## src/rtl/dcfr_pkg.sv

```systemverilog
`timescale 1ns / 1ps

package dcfr_pkg;

  // fixed frame layout: command plus 16-bit reference ahead of the forwarded part
  localparam int MSG_BYTES = 3;
  // status, two data bytes and the stop byte appended to every forwarded frame
  localparam int TAIL_BYTES = 4;

  localparam logic [7:0] STOP_BYTE_RESET = 8'd126;
  localparam logic [7:0] SET_CURRENT_OPCODE_RESET = 8'd1;

  // register indexes on the configuration port
  localparam logic REG_STOP_BYTE = 1'b0;
  localparam logic REG_SET_CURRENT_OPCODE = 1'b1;

  localparam logic MODE_BYTE = 1'b0;
  localparam logic MODE_TICK = 1'b1;

  typedef struct packed {
    logic       mode;
    logic [7:0] rx_byte;
  } in_t;

  typedef struct packed {
    logic [7:0]  out_byte;
    logic        byte_valid;
    logic        last_of_frame;
    logic        set_current;
    logic [15:0] current_ref;
    logic        frame_error;
    logic        motor_stop;
  } out_t;

  // controller to datapath
  typedef struct packed {
    logic accept;
    logic drain_load;
  } cmd_t;

  // datapath to controller
  typedef struct packed {
    logic out_free;
    logic frame_ok;
    logic drain_last;
  } dp_flags_t;

endpackage

```

## src/rtl/dcfr_ctrl.sv

```systemverilog
`timescale 1ns / 1ps

module dcfr_ctrl (
  input  logic                clk,
  input  logic                rst,
  input  logic                in_valid,
  input  dcfr_pkg::dp_flags_t status,
  output logic                in_stall,
  output dcfr_pkg::cmd_t      cmd
);

  localparam logic ST_IDLE  = 1'b0;
  localparam logic ST_DRAIN = 1'b1;

  logic state;
  logic state_next;

  always_comb begin
    cmd.accept     = (state == ST_IDLE) && in_valid && status.out_free;
    cmd.drain_load = (state == ST_DRAIN) && status.out_free;
    in_stall       = !((state == ST_IDLE) && status.out_free);
  end

  always_comb begin
    state_next = state;
    case (state)
      ST_IDLE: begin
        if (cmd.accept && status.frame_ok) state_next = ST_DRAIN;
      end
      ST_DRAIN: begin
        if (cmd.drain_load && status.drain_last) state_next = ST_IDLE;
      end
      default: state_next = ST_IDLE;
    endcase
  end

  always_ff @(posedge clk) begin
    if (rst) begin
      state <= ST_IDLE;
    end else begin
      state <= state_next;
    end
  end

endmodule

```

## src/rtl/dcfr_datapath.sv

```systemverilog
`timescale 1ns / 1ps

module dcfr_datapath #(
  parameter int FRAME_BYTES = 16
) (
  input  logic                clk,
  input  logic                rst,
  input  dcfr_pkg::cmd_t      cmd,
  input  dcfr_pkg::in_t       in_data,
  input  logic [7:0]          stop_byte,
  input  logic [7:0]          set_current_opcode,
  input  logic                out_stall,
  output dcfr_pkg::dp_flags_t status,
  output logic                out_valid,
  output dcfr_pkg::out_t      out_data
);

  localparam int PAYLOAD   = FRAME_BYTES - 1 - dcfr_pkg::MSG_BYTES;
  localparam int OUT_COUNT = PAYLOAD + dcfr_pkg::TAIL_BYTES;
  localparam int AW        = $clog2(FRAME_BYTES);
  localparam int IDX_W     = $clog2(OUT_COUNT);
  localparam logic [AW-1:0]    LAST_POS = AW'(FRAME_BYTES - 1);
  localparam logic [IDX_W-1:0] LAST_IDX = IDX_W'(OUT_COUNT - 1);
  localparam logic [IDX_W-1:0] PAY_END  = IDX_W'(PAYLOAD);

  logic [7:0] mem [FRAME_BYTES];
  logic [7:0] rd_data;
  logic [AW-1:0] rd_addr;

  logic [AW-1:0]    byte_count;
  logic [IDX_W-1:0] idx;
  logic [7:0]  head0;
  logic [7:0]  head1;
  logic [7:0]  head2;
  logic        setc;
  logic [15:0] cref;
  logic        timeout_flag;
  logic        timeout_flag_next;
  logic [7:0]  frame_counter;
  logic [7:0]  counter_at_last_tick;

  logic completes;
  logic is_byte;
  logic frame_ok;
  logic out_free;

  assign is_byte   = (in_data.mode == dcfr_pkg::MODE_BYTE);
  assign completes = (byte_count == LAST_POS);
  assign frame_ok  = is_byte && completes && (in_data.rx_byte == stop_byte);
  assign out_free  = !out_valid || !out_stall;

  assign status.out_free   = out_free;
  assign status.frame_ok   = frame_ok;
  assign status.drain_last = (idx == LAST_IDX);

  // tick sets the flag when no valid frame landed since the previous tick
  assign timeout_flag_next = (counter_at_last_tick == frame_counter) ? 1'b1 : timeout_flag;

  // address runs one ahead when a drain byte leaves, so the registered read keeps pace
  always_comb begin
    if (cmd.drain_load) begin
      rd_addr = AW'(dcfr_pkg::MSG_BYTES + int'(idx) + 1);
    end else begin
      rd_addr = AW'(dcfr_pkg::MSG_BYTES + int'(idx));
    end
  end

  always_ff @(posedge clk) begin
    if (cmd.accept && is_byte) begin
      mem[byte_count] <= in_data.rx_byte;
    end
    rd_data <= mem[rd_addr];
  end

  always_ff @(posedge clk) begin
    if (cmd.accept && is_byte) begin
      if (byte_count == AW'(0)) head0 <= in_data.rx_byte;
      if (byte_count == AW'(1)) head1 <= in_data.rx_byte;
      if (byte_count == AW'(2)) head2 <= in_data.rx_byte;
    end
    if (cmd.accept && frame_ok) begin
      setc <= (head0 == set_current_opcode);
      cref <= (head0 == set_current_opcode) ? {head1, head2} : 16'd0;
    end
  end

  always_ff @(posedge clk) begin
    if (rst) begin
      byte_count           <= '0;
      idx                  <= '0;
      timeout_flag         <= 1'b1;
      frame_counter        <= 8'd0;
      counter_at_last_tick <= 8'd0;
    end else begin
      if (cmd.accept) begin
        if (!is_byte) begin
          timeout_flag         <= timeout_flag_next;
          counter_at_last_tick <= frame_counter;
        end else if (completes) begin
          byte_count <= '0;
          if (frame_ok) begin
            timeout_flag  <= 1'b0;
            frame_counter <= frame_counter + 8'd1;
          end
        end else begin
          byte_count <= byte_count + AW'(1);
        end
      end
      if (cmd.drain_load) begin
        idx <= (idx == LAST_IDX) ? '0 : idx + IDX_W'(1);
      end
    end
  end

  always_ff @(posedge clk) begin
    if (rst) begin
      out_valid <= 1'b0;
    end else if (cmd.drain_load || (cmd.accept && !frame_ok)) begin
      out_valid <= 1'b1;
    end else if (!out_stall) begin
      out_valid <= 1'b0;
    end
  end

  always_ff @(posedge clk) begin
    if (cmd.drain_load) begin
      if (idx < PAY_END) begin
        out_data.out_byte <= rd_data;
      end else if (idx == LAST_IDX) begin
        out_data.out_byte <= stop_byte;
      end else begin
        out_data.out_byte <= 8'd0;
      end
      out_data.byte_valid    <= 1'b1;
      out_data.last_of_frame <= (idx == LAST_IDX);
      out_data.set_current   <= setc;
      out_data.current_ref   <= cref;
      out_data.frame_error   <= 1'b0;
      out_data.motor_stop    <= timeout_flag;
    end else if (cmd.accept && !frame_ok) begin
      out_data.out_byte      <= 8'd0;
      out_data.byte_valid    <= 1'b0;
      out_data.last_of_frame <= 1'b1;
      out_data.set_current   <= 1'b0;
      out_data.current_ref   <= 16'd0;
      out_data.frame_error   <= is_byte && completes;
      out_data.motor_stop    <= is_byte ? timeout_flag : timeout_flag_next;
    end
  end

endmodule

```

## src/rtl/daisy_chain_frame_relay.sv

```systemverilog
`timescale 1ns / 1ps

// daisy-chain frame relay
// input channel (in_valid / in_stall / in_data) carries either a received byte
// or a watchdog tick; output channel (out_valid / out_stall / out_data) carries
// result transactions. registers stop_byte (0x0) and set_current_opcode (0x4)
// sit on the apb port; write them only while the block is idle.
// a byte that does not finish a frame, a frame without the stop byte and a
// tick each give one result, registered in the cycle after its input.
// a frame ending in the stop byte gives FRAME_BYTES results: the first is
// loaded in the drain state that follows the last byte, then one per cycle
// while the receiver does not stall, paced by the registered read of the
// frame memory feeding the output register. one input transaction is
// handled at a time: the next is taken once the output register is free,
// so single-result items pass straight through when the receiver keeps up,
// and a forwarded frame holds the input until its last result is loaded.
// a stall holds the output register and, behind it, the whole block.
// reset clears the byte count, frame counter and output valid and sets the
// timeout flag, so motor_stop reads high until the first good frame.

module daisy_chain_frame_relay #(
  parameter int FRAME_BYTES = 16
) (
  input  logic            clk,
  input  logic            rst,
  input  logic            in_valid,
  output logic            in_stall,
  input  dcfr_pkg::in_t   in_data,
  output logic            out_valid,
  input  logic            out_stall,
  output dcfr_pkg::out_t  out_data,
  input  logic            psel,
  input  logic            penable,
  input  logic            pwrite,
  input  logic [2:0]      paddr,
  input  logic [31:0]     pwdata,
  output logic [31:0]     prdata,
  output logic            pready
);

  logic [7:0] stop_byte;
  logic [7:0] set_current_opcode;
  dcfr_pkg::cmd_t      cmd;
  dcfr_pkg::dp_flags_t status;

  assign pready = 1'b1;

  always_ff @(posedge clk) begin
    if (rst) begin
      stop_byte          <= dcfr_pkg::STOP_BYTE_RESET;
      set_current_opcode <= dcfr_pkg::SET_CURRENT_OPCODE_RESET;
    end else if (psel && penable && pwrite) begin
      case (paddr[2])
        dcfr_pkg::REG_STOP_BYTE:          stop_byte          <= pwdata[7:0];
        dcfr_pkg::REG_SET_CURRENT_OPCODE: set_current_opcode <= pwdata[7:0];
        default: ;
      endcase
    end
  end

  always_comb begin
    case (paddr[2])
      dcfr_pkg::REG_STOP_BYTE:          prdata = {24'd0, stop_byte};
      dcfr_pkg::REG_SET_CURRENT_OPCODE: prdata = {24'd0, set_current_opcode};
      default:                          prdata = 32'd0;
    endcase
  end

  dcfr_ctrl u_ctrl (
    .clk      (clk),
    .rst      (rst),
    .in_valid (in_valid),
    .status   (status),
    .in_stall (in_stall),
    .cmd      (cmd)
  );

  dcfr_datapath #(
    .FRAME_BYTES (FRAME_BYTES)
  ) u_datapath (
    .clk                (clk),
    .rst                (rst),
    .cmd                (cmd),
    .in_data            (in_data),
    .stop_byte          (stop_byte),
    .set_current_opcode (set_current_opcode),
    .out_stall          (out_stall),
    .status             (status),
    .out_valid          (out_valid),
    .out_data           (out_data)
  );

  // no input transaction while a frame is being forwarded
  a_no_accept_in_drain: assert property (@(posedge clk) disable iff (rst)
    !(cmd.accept && cmd.drain_load))
    else $error("input accepted during frame drain");

  a_drain_loads_output: assert property (@(posedge clk) disable iff (rst)
    cmd.drain_load |=> out_valid && out_data.byte_valid)
    else $error("drain step did not load a forwarded byte");

  a_forwarded_clears_stop: assert property (@(posedge clk) disable iff (rst)
    out_valid && out_data.byte_valid |-> !out_data.motor_stop && !out_data.frame_error)
    else $error("forwarded byte with motor stop or error");

  a_error_single: assert property (@(posedge clk) disable iff (rst)
    out_valid && out_data.frame_error |-> out_data.last_of_frame && !out_data.set_current)
    else $error("dropped frame result malformed");

endmodule
```

## config.mk

```make
export PLATFORM = sky130hd
export DESIGN_NAME = daisy_chain_frame_relay
export DESIGN_NICKNAME = d
export VERILOG_FILES = /design/src/rtl/dcfr_pkg.sv /design/src/rtl/dcfr_ctrl.sv /design/src/rtl/dcfr_datapath.sv /design/src/rtl/daisy_chain_frame_relay.sv
export SDC_FILE = /design/constraint.sdc
export NUM_CORES = 1
export LEC_CHECK = 0
export BUFFER_PORTS_ARGS = -buffer_cell sky130_fd_sc_hd__buf_2
export CAP_MARGIN = 15
export CORE_UTILIZATION = 42
export DETAILED_ROUTE_END_ITERATION = 10
export HOLD_SLACK_MARGIN = 0.1
export PLACE_DENSITY = 0.63
export RECOVER_POWER = 100
export REMOVE_ABC_BUFFERS = 1
export SYNTH_ARGS = -nofsm -noshare
export SYNTH_HDL_FRONTEND = slang
export SYNTH_SLANG_ARGS = --single-unit
```

## constraint.sdc

```tcl
create_clock -name clk -period 2.35 [get_ports clk]
set_input_delay 0.3525 -clock clk [delete_from_list [all_inputs] [get_ports clk]]
set_output_delay 0.3525 -clock clk [all_outputs]
set_load 0.05 [all_outputs]
```

==> reports/results.ini, run 1 <==
[status]
status = finished clean

[routing]
remaining_drc_errors = 0
avgRoutedWirePerCell_um = 18.6
vias = 6553
avgViaCountPerCell = 5.34
drt_iter0_markers = 472
ant_nets = 0
wirelength_um = 22800
drt-pass1-iter-count = 8

[clock_tree]
cts.htree.levels = 1
clock_latency_ns = 0.52
clkTransAtPathRegs_ns = 0.06
root_buffer = clkbuf_16
cts_tree = yes
clock_path_buffers = 3
cts_setup_buffers = 0
cts.sinks = 225
cts_made_buffers = 24

[critical_path]
crit_family = compound AO/OA/AOI/OAI gates
crit_required_ns = 2.76
critPathMaxStageDelay_ns = 0.37
path_cells = inv_2 -> ha_1 -> nor2b_1 -> a221oi_2 -> buf_4 -> mux2i_1 -> o2111ai_1 -> o311ai_1
end_kind = flop
cp.arrival_ns = 2.61
critical_path.slowest_cell = a221oi_2
start_kind = flop
crit_fanout = 9
cp.buffers_inverters = 2
path_class = reg2reg

[timing]
holdWs_ns = 0.352
period_share = 0.935
tightest_slew_ns = 0.899
fin_skew_ns = 0.00995
hold_viol_final = 0
min_period_ns = 2.20
setup_viol = 0
timing.slew.headroom = 0.401
fmax_mhz = 455
final_max_slew_viol_count = 0
rsz0062_at_grt = false

[synth]
yosys-top-cells-area = edfxtp_1 53%, dfxtp_1 11%, mux2i_1 4.3%
synthDistinctLibCells = 57
synth_top_area_share = 0.530
synth_edf_count = 172
synth_flop_cell = edfxtp_1
syn-cell-area_sq_um = 9750
seq_area_frac_synth = 0.638
yosysWarnings = 0
synth-seq-cells = 225
synth.avg_cell_area_sq_um = 12.2
async_reset_ff_frac = 0
synth_top_cell_by_area = edfxtp_1
synthCells = 800

[floorplanning]
die_w_um = 154
core_region_area_sq_um = 22700
fp-row-count = 55
num_io_pins = 115
die_h_um = 154
start_util = 0.430
dieArea_sq_um = 23800

[place]
gp_congestion = 0.877
port_buffers = 63
dp.cells = 1175
dp_hpwl_um = 15600

[pwr]
powerDensity_nw_per_um2 = 749
peakVddDrop_uv = 391
p_leak_nw = 4.08

[layout]
drive_gt1_frac = 0.131
final_cells = 1227
fin_nets = 982
synthToLayoutAreaGrowth_pct = 17.3
final_common_cell = edfxtp_1
diodes = 0
final-seq-area_sq_um = 6230
fillCellCount = 2013
final_cell_mix = 172 x edfxtp_1, 110 x nand2_1, 77 x clkbuf_1
multi_input_area_sq_um = 3230

[hold_path]
holdCritPathClass = in2reg

[grt]
grt_pass1_vias = 6145
grt-ovfl-total = 0
grt_max_degree = 44
grt_first_pass_wirelength_um = 34900
antenna_found_initial = 0
track_usage = 0.192

[flow_run]
maxCapViolCount = 0

==> area by class of cell <==
| class | count | area share |
|---|---|---|
| clock inverter | 11 | 0.0111 |
| timing repair buffer | 142 | 0.0715 |
| sequential | 225 | 0.544 |
| multi-input combinational | 523 | 0.282 |
| tap | 285 | 0.0312 |
| clock buffer | 33 | 0.0573 |
| inverter | 8 | 0.00262 |
==> metrics by stage <==
stage	power [mW]	TNS, ns	setup WS [ns]	utilization	instance area [sq um]
final	8.57	0	0.153	0.504	11400
after floorplan	4.71	-33.55	-1.24	-	9460
after global routing	8.81	0	0.0211	0.504	11400
after global placement	4.89	0	0.126	0.474	10800
after CTS	8.67	0	0.158	0.512	11600
after detailed placement	4.90	0	0.102	0.474	10800
==> kinds of logic after synthesis <==
| kind of cell | synth area share |
|---|---|
| simple gates | 0.151 |
| flops | 0.638 |
| compound gates | 0.0653 |
| buf+inv | 0.0419 |
| mux | 0.0570 |
| xor+xnor | 0.0364 |
| fa+ha+maj | 0.00898 |
| other cells | 0.000770 |
==> repair_timing <==
action                                 in CTS  in global routing
endpoints found under the hold margin      15                  0
setup endpoints to repair                   0                  1
hold buffers                                8                  0
gates resized for setup                     0                  1
==> cells in the mapped netlist, types with 6 or more instances <==
| master | count |
|---|---|
| inv_1 | 7 |
| nor2_1 | 48 |
| a21oi_1 | 39 |
| ha_1 | 7 |
| buf_2 | 9 |
| nand3_1 | 71 |
| dfxtp_1 | 53 |
| mux2i_1 | 42 |
| a211o_1 | 6 |
| edfxtp_1 | 172 |
| o2111ai_1 | 8 |
| buf_4 | 27 |
| xor2_1 | 15 |
| nor3_1 | 7 |
| nor2b_1 | 8 |
| clkbuf_1 | 24 |
| o21ai_0 | 7 |
| xnor2_1 | 20 |
| nand4_1 | 12 |
| and2_1 | 36 |
| o221ai_1 | 7 |
| mux2_2 | 8 |
| nand2_1 | 110 |
==> power by group <==
part / leakage [nW] / internal, mW / switching (mW) / total, mW
clock network: 0.387 / 2.28 / 1.50 / 3.77
logic: 1.64 / 0.0888 / 0.364 / 0.453
registers: 2.05 / 4.31 / 0.0276 / 4.34
==> path summary, 6_finish.rpt <==
path / startpoint / endpoint / slack (ns) / cells after the start
worst max-delay path: u_datapath.idx[0]$_SDFFE_PP0P_ / u_datapath.rd_data[7]$_DFF_P_ / 0.15 / 8
worst min-delay path: in_valid / u_datapath.timeout_flag$_SDFFE_PP1P_ / 0.35 / 5
worst max register to register: u_datapath.idx[0]$_SDFFE_PP0P_ / u_datapath.rd_data[7]$_DFF_P_ / 0.15 / 8
worst min register to register: u_datapath.out_data[20]$_SDFFE_PP1P_ / u_datapath.out_data[20]$_SDFFE_PP1P_ / 0.46 / 2
==> state kept, by name, indices dropped and copies added (netlist names), 8 cells and up <==
register                         count
u_datapath.mem                     107
u_datapath.out_data                 29
u_datapath.cref                     16
set_current_opcode                   8
stop_byte                            8
u_datapath.counter_at_last_tick      8
u_datapath.frame_counter             8
u_datapath.rd_data                   8
==> layer usage <==
metal / GRT usage / up-vias / share of wire
li1: - / 3095 / -
met1: 0.271 / 3192 / 0.46
met2: 0.301 / 223 / 0.45
met3: 0.0247 / 43 / 0.052
met4: 0.0792 / 0 / 0.033
met5: 0 / - / 0
==> worst register-to-register path, delay by kind of cell (launching register included) <==
family                   cells  cell delay [ns]
AO/OA/AOI/OAI                3             0.73
adder cells (fa/ha/maj)      1             0.20
buffers and inverters        2             0.32
flip-flops                   1             0.34
multiplexers                 1             0.34
AND/OR/NAND/NOR              1             0.17
Power figures use the tool's default switching activity.
==> run 2: changes to the inputs <==
Settings changed: CORE_MARGIN from default to 2.
==> run 2 against run 1 <==
Total power fell by 2.1%. Sequential share of layout area rose by 0.14 points. Fmax fell by 1.8%. Design area fell by 0.25%. Count of clock-buffer cells in the layout fell by 7. Critical path type unchanged. Sequential cell count did not move. Final cell count rose by 0.16%. Sequential power barely moved. Worst setup slack got worse by 0.040 ns. Global-route usage fell by 0.48 points. Critical path depth rose by 1. Register-to-register slack got worse by 0.04 ns.
==> reports/results.ini, run 2 (same netlist as run 1, synthesis figures left out) <==
[status]
status = finished clean  ; unchanged

[routing]
drt_iter0_markers = 601  ; was 472
wl_met2_um = 10500  ; was 10300 um
ant_nets = 0  ; unchanged
avgViaCountPerCell = 5.25  ; was 5.34
highest_layer = met4  ; unchanged
drt-pass1-iter-count = 5  ; was 8
met1_length_um = 10300  ; was 10600 um
avgRoutedWirePerCell_um = 18.5  ; was 18.6 um
wirelength_um = 22700  ; was 22800 um
vias = 6454  ; was 6553
dr_wl_met3_um = 1370  ; was 1180 um
remaining_drc_errors = 0  ; unchanged

[floorplanning]
dieArea_sq_um = 24500  ; was 23800 sq um
fp-row-count = 55  ; unchanged
die_h_um = 156  ; was 154 um
die_w_um = 156  ; was 154 um
core_region_area_sq_um = 22700  ; unchanged
num_io_pins = 115  ; unchanged
start_util = 0.430  ; unchanged

[critical_path]
cp.buffers_inverters = 3  ; was 2
end_kind = flop  ; unchanged
r2r_slack_ns = 0.11  ; was 0.15 ns
cp.arrival_ns = 2.69  ; was 2.61 ns
critPathMaxStageDelay_ns = 0.40  ; was 0.37 ns
crit_required_ns = 2.80  ; was 2.76 ns
crit_fanout = 9  ; unchanged
cpMostUsedCell = buf_4
critical_path.slowest_cell = mux2i_1  ; was a221oi_2
crit_family = compound AO/OA/AOI/OAI gates  ; unchanged
start_kind = flop  ; unchanged
path_cells = inv_2 -> ha_1 -> nor2b_2 -> a221oi_2 -> buf_4 -> buf_4 -> mux2i_1 -> o2111ai_1 -> nand3_1  ; was inv_2 -> ha_1 -> nor2b_1 -> a221oi_2 -> buf_4 -> mux2i_1 -> o2111ai_1 -> o311ai_1
path_class = reg2reg  ; unchanged

[timing]
holdWs_ns = 0.339  ; was 0.352 ns
period_share = 0.952  ; was 0.935
min_period_ns = 2.24  ; was 2.20 ns
fmax_mhz = 447  ; was 455 MHz
layout_setup_ws_ns = 0.113  ; was 0.153 ns
final_max_slew_viol_count = 0  ; unchanged
fin_skew_ns = 0.0119  ; was 0.00995 ns
timing.slew.headroom = 0.308  ; was 0.401
setup_viol = 0  ; unchanged
tightest_slew_ns = 1.03  ; was 0.899 ns
rsz0062_at_grt = false  ; unchanged
hold_viol_final = 0  ; unchanged
finalSetupTns_ns = 0  ; unchanged

[clock_tree]
clkTransAtPathRegs_ns = 0.06  ; about the same
clock_path_buffers = 3  ; unchanged
cts.htree.levels = 1  ; unchanged
clock_latency_ns = 0.52  ; about the same
cts_made_buffers = 24  ; unchanged
cts.sinks = 225  ; unchanged
root_buffer = clkbuf_16  ; unchanged
cts_tree = yes  ; unchanged

[place]
dp_hpwl_um = 15700  ; was 15600 um
port_buffers = 63  ; unchanged
gp_congestion = 0.853  ; was 0.877
dp_slack_ns = 0.0949  ; was 0.102 ns
dp.cells = 1178  ; was 1175
postPlaceCellArea_sq_um = 10800  ; about the same

[pwr]
switching_power_mw = 1.90  ; was 1.89 mW
switching_share = 0.227  ; was 0.221
p_leak_nw = 4.04  ; was 4.08 nW
p_comb_frac = 0.054  ; was 0.053
clock_power_share = 0.429  ; was 0.440
powerDensity_nw_per_um2 = 735  ; was 749 nW/um^2
p_int_mw = 6.49  ; was 6.68 mW
peakVddDrop_uv = 463  ; was 391 uV
p_seq_frac = 0.518  ; was 0.507
finalPower_mw = 8.39  ; was 8.57 mW

[grt]
grt-ovfl-total = 0  ; unchanged
grt_max_degree = 44  ; unchanged
grt_pass1_vias = 6209  ; was 6145
antenna_found_initial = 0  ; unchanged
track_usage = 0.187  ; was 0.192
grt_first_pass_wirelength_um = 34700  ; was 34900 um

[flow_run]
maxCapViolCount = 0  ; unchanged

[hold_path]
holdCritPathClass = in2reg  ; unchanged

[layout]
final_area_sq_um = 11400  ; about the same
drive_gt1_frac = 0.136  ; was 0.131
final_cell_mix = 172 x edfxtp_1, 110 x nand2_1, 72 x clkbuf_1  ; was 172 x edfxtp_1, 110 x nand2_1, 77 x clkbuf_1
final_cells = 1229  ; was 1227
fin_nets = 985  ; was 982
registers.top_by_ff_count = u_datapath.mem  ; unchanged
largestRegisters = u_datapath.mem: 107 flops, u_datapath.out_data: 29 flops, u_datapath.cref: 16 flops  ; unchanged
final_util = 0.503  ; was 0.504
largest_register_ffs = 107  ; unchanged
synthToLayoutAreaGrowth_pct = 17.0  ; was 17.3%
diodes = 0  ; unchanged
final_common_cell = edfxtp_1  ; unchanged

==> run 2: cell types whose count changed in the layout (fill, tap and decap cells not counted), moves of 2 or more <==
cell | before | now
and2_1 | 24 | 14
nor2b_1 | 8 | 6
clkinvlp_2 | 0 | 2
buf_2 | 15 | 13
clkbuf_1 | 77 | 72
and2_0 | 12 | 22
clkinv_1 | 2 | 6
buf_4 | 28 | 32
nor2b_2 | 0 | 2
==> run 2: path summary, 6_finish.rpt <==
path / startpoint / end / cells past startpoint
worst max-delay path: u_datapath.idx[0]$_SDFFE_PP0P_ / u_datapath.rd_data[5]$_DFF_P_ / 9
worst min-delay path: in_data[8] / u_datapath.out_data[0]$_DFFE_PP_ / 3
worst max register to register: u_datapath.idx[0]$_SDFFE_PP0P_ / u_datapath.rd_data[5]$_DFF_P_ / 9
worst min register to register: u_datapath.out_data[20]$_SDFFE_PP1P_ / u_datapath.out_data[20]$_SDFFE_PP1P_ / 2
==> run 2: area by class of cell <==
class / count / area (sq um)
Fill cell: 2024 / 11300
Sequential cell: 225 / 6230
Multi-Input combinational cell: 523 / 3230
Timing Repair Buffer: 145 / 827
Clock buffer: 26 / 608
Tap cell: 285 / 357
Clock inverter: 17 / 141
Inverter: 8 / 30.0
==> run 2: timing repair <==
action,4_1_cts,5_1_grt
buffers inserted,0,0
resized for setup,0,3
setup endpoints to repair,0,7
endpoints found under the hold margin,15,0
hold buffers,8,0
==> run 2: worst min-delay path, cell delays in order <==
cell     delay (ns)
buf_2          0.13
a21oi_1        0.13
nor3_1         0.07
==> run 2: metal layers <==
metal	global-route usage	vias up
met1	0.262	3104
met2	0.303	216
met3	0.0241	35
met4	0.0638	0
met5	0	-
li1	-	3099
==> run 2: power by group through the flow <==
stage | Combinational, mW | Sequential, mW | Clock (mW)
2_1_floorplan | 0.210 | 4.50 | 0
3_3_place_gp | 0.467 | 4.42 | 0
3_5_place_dp | 0.471 | 4.42 | 0
4_1_cts | 0.482 | 4.34 | 3.65
5_1_grt | 0.481 | 4.34 | 3.84
6_report | 0.452 | 4.34 | 3.60
==> run 3: changes to the inputs <==
Settings changed: CORE_UTILIZATION 42 to 35, PLACE_DENSITY 0.63 to 0.54.
==> run 3 against run 2 <==
Via count fell by 0.40%. Critical endpoint is now u_datapath.out_data[7]$_DFFE_PP_. Clock skew shrank 0.0015 ns. Count of clock-buffer cells in the layout increased by 5. Clock power is 2% higher. Highest routed layer unchanged. Critical path type is now in2reg.
==> reports/results.ini, run 3 (same netlist as run 1, synthesis figures left out) <==
[layout]
largest_register_ffs = 107  ; unchanged
registers.top_by_ff_count = u_datapath.mem  ; unchanged
final_common_cell = edfxtp_1  ; unchanged
fin_nets = 981  ; was 985
final-seq-area_sq_um = 6230  ; unchanged
synthToLayoutAreaGrowth_pct = 18.7  ; was 17.0%
largestRegisters = u_datapath.mem: 107 flops, u_datapath.out_data: 29 flops, u_datapath.cref: 16 flops  ; unchanged
fillCellCount = 2659  ; was 2024
drive_gt1_frac = 0.128  ; was 0.136
final_cell_mix = 172 x edfxtp_1, 110 x nand2_1, 71 x nand3_1, 71 x clkbuf_1, 53 x dfxtp_1  ; was 172 x edfxtp_1, 110 x nand2_1, 72 x clkbuf_1
multi_input_area_sq_um = 3250  ; was 3230 sq um
diodes = 0  ; unchanged
final_cells = 1319  ; was 1229

[floorplanning]
die_h_um = 171  ; was 156 um
start_util = 0.353  ; was 0.430
core_region_area_sq_um = 27600  ; was 22700 sq um
fp-row-count = 61  ; was 55
dieArea_sq_um = 29200  ; was 24500 sq um
die_w_um = 171  ; was 156 um
num_io_pins = 115  ; unchanged

[critical_path]
cp.arrival_ns = 2.51  ; was 2.69 ns
crit_fanout = 24  ; was 9
start_kind = primary input  ; was flop
end_kind = flop  ; unchanged
path_class = in2reg  ; was reg2reg
crit_required_ns = 2.61  ; was 2.80 ns

[place]
dp_slack_ns = -0.0225  ; was 0.0949 ns
port_buffers = 63  ; unchanged
dp.cells = 1265  ; was 1178
gp_congestion = 0.798  ; was 0.853
dp_hpwl_um = 16000  ; was 15700 um

[pwr]
peakVddDrop_uv = 461  ; was 463 uV
p_leak_nw = 4.06  ; was 4.04 nW
finalPower_mw = 8.47  ; was 8.39 mW
powerDensity_nw_per_um2 = 732  ; was 735 nW/um^2

[routing]
avgViaCountPerCell = 4.87  ; was 5.25
wirelength_um = 23400  ; was 22700 um
drt_iter0_markers = 509  ; was 601
drt-pass1-iter-count = 5  ; unchanged
remaining_drc_errors = 0  ; unchanged
vias = 6428  ; was 6454
ant_nets = 0  ; unchanged
avgRoutedWirePerCell_um = 17.7  ; was 18.5 um

[timing]
fmax_mhz = 444  ; was 447 MHz
holdWs_ns = 0.269  ; was 0.339 ns
rsz0062_at_grt = false  ; unchanged
final_max_slew_viol_count = 0  ; unchanged
period_share = 0.958  ; was 0.952
min_period_ns = 2.25  ; was 2.24 ns
tightest_slew_ns = 1.01  ; was 1.03 ns
layout_setup_ws_ns = 0.0982  ; was 0.113 ns
setup_viol = 0  ; unchanged
hold_viol_final = 0  ; unchanged
fin_skew_ns = 0.0105  ; was 0.0119 ns
timing.slew.headroom = 0.329  ; was 0.308

[clock_tree]
clock_latency_ns = 0.52  ; about the same
cts.htree.levels = 1  ; unchanged
root_buffer = clkbuf_16  ; unchanged
cts_tree = yes  ; unchanged
clock_path_buffers = 3  ; unchanged
cts.sinks = 225  ; unchanged
cts_made_buffers = 25  ; was 24
clkTransAtPathRegs_ns = 0.06  ; about the same

[hold_path]
holdCritPathClass = in2reg  ; unchanged

[grt]
grt_max_degree = 44  ; unchanged
grt_first_pass_wirelength_um = 36200  ; was 34700 um
track_usage = 0.161  ; was 0.187
grt_pass1_vias = 6200  ; was 6209
grt-ovfl-total = 0  ; unchanged
antenna_found_initial = 1  ; was 0

[status]
status = finished clean  ; unchanged

[flow_run]
maxCapViolCount = 0  ; unchanged

## run 3: final timing paths
check	slack (ns)	start	endpoint	cells after the start
worst min-delay path	0.27	out_stall	u_datapath.out_valid$_SDFFE_PP0P_	3
worst min register to register	0.45	u_datapath.out_data[20]$_SDFFE_PP1P_	u_datapath.out_data[20]$_SDFFE_PP1P_	2
worst max register to register	0.12	u_datapath.idx[0]$_SDFFE_PP0P_	u_datapath.rd_data[7]$_DFF_P_	8
worst max-delay path	0.1	in_data[5]	u_datapath.out_data[7]$_DFFE_PP_	9
## run 3: stage by stage
step	utilization	setup TNS [ns]	cell area, sq um
floorplan	-	-33.55	9460
global placement	0.394	0	10900
detailed placement	0.394	-0.450	10900
CTS	0.424	0	11700
global route	0.419	0	11600
finish	0.419	0	11600
## run 3: timing repair
item	4_1_cts	5_1_grt
hold endpoints to repair	16	0
setup buffers	0	0
resized for setup	0	2
hold buffers	9	0
setup endpoints to repair	0	25
## run 3: report_power, final
part / internal [mW] / switching, mW / leakage [nW] / total, mW
registers: 4.31 / 0.0269 / 2.05 / 4.34
clock network: 2.16 / 1.51 / 0.364 / 3.67
logic: 0.0921 / 0.363 / 1.64 / 0.455
total: 6.57 / 1.90 / 4.06 / 8.47
## run 3: metal layers
metal	track usage	wire, um
met4	0.0575	669
met3	0.0220	1180
met5	0	0
met2	0.260	10800
met1	0.223	10700
## run 3: layout make-up
| cell class | count | area share |
|---|---|---|
| Clock buffer | 31 | 0.0560 |
| Timing Repair Buffer | 140 | 0.0723 |
| Multi-Input combinational cell | 523 | 0.280 |
| Inverter | 8 | 0.00259 |
| Clock inverter | 14 | 0.00984 |
| Sequential cell | 225 | 0.538 |
| Tap cell | 378 | 0.0409 |
## run 3: critical path, cell delays in order
cell and delay (ns):
dlygate4sd3_1 0.53, buf_2 0.16, xnor2_1 0.15, nand4_1 0.18, or2_1 0.33, o311ai_2 0.30, and2_1 0.19, inv_1 0.11
buf_8 0.19
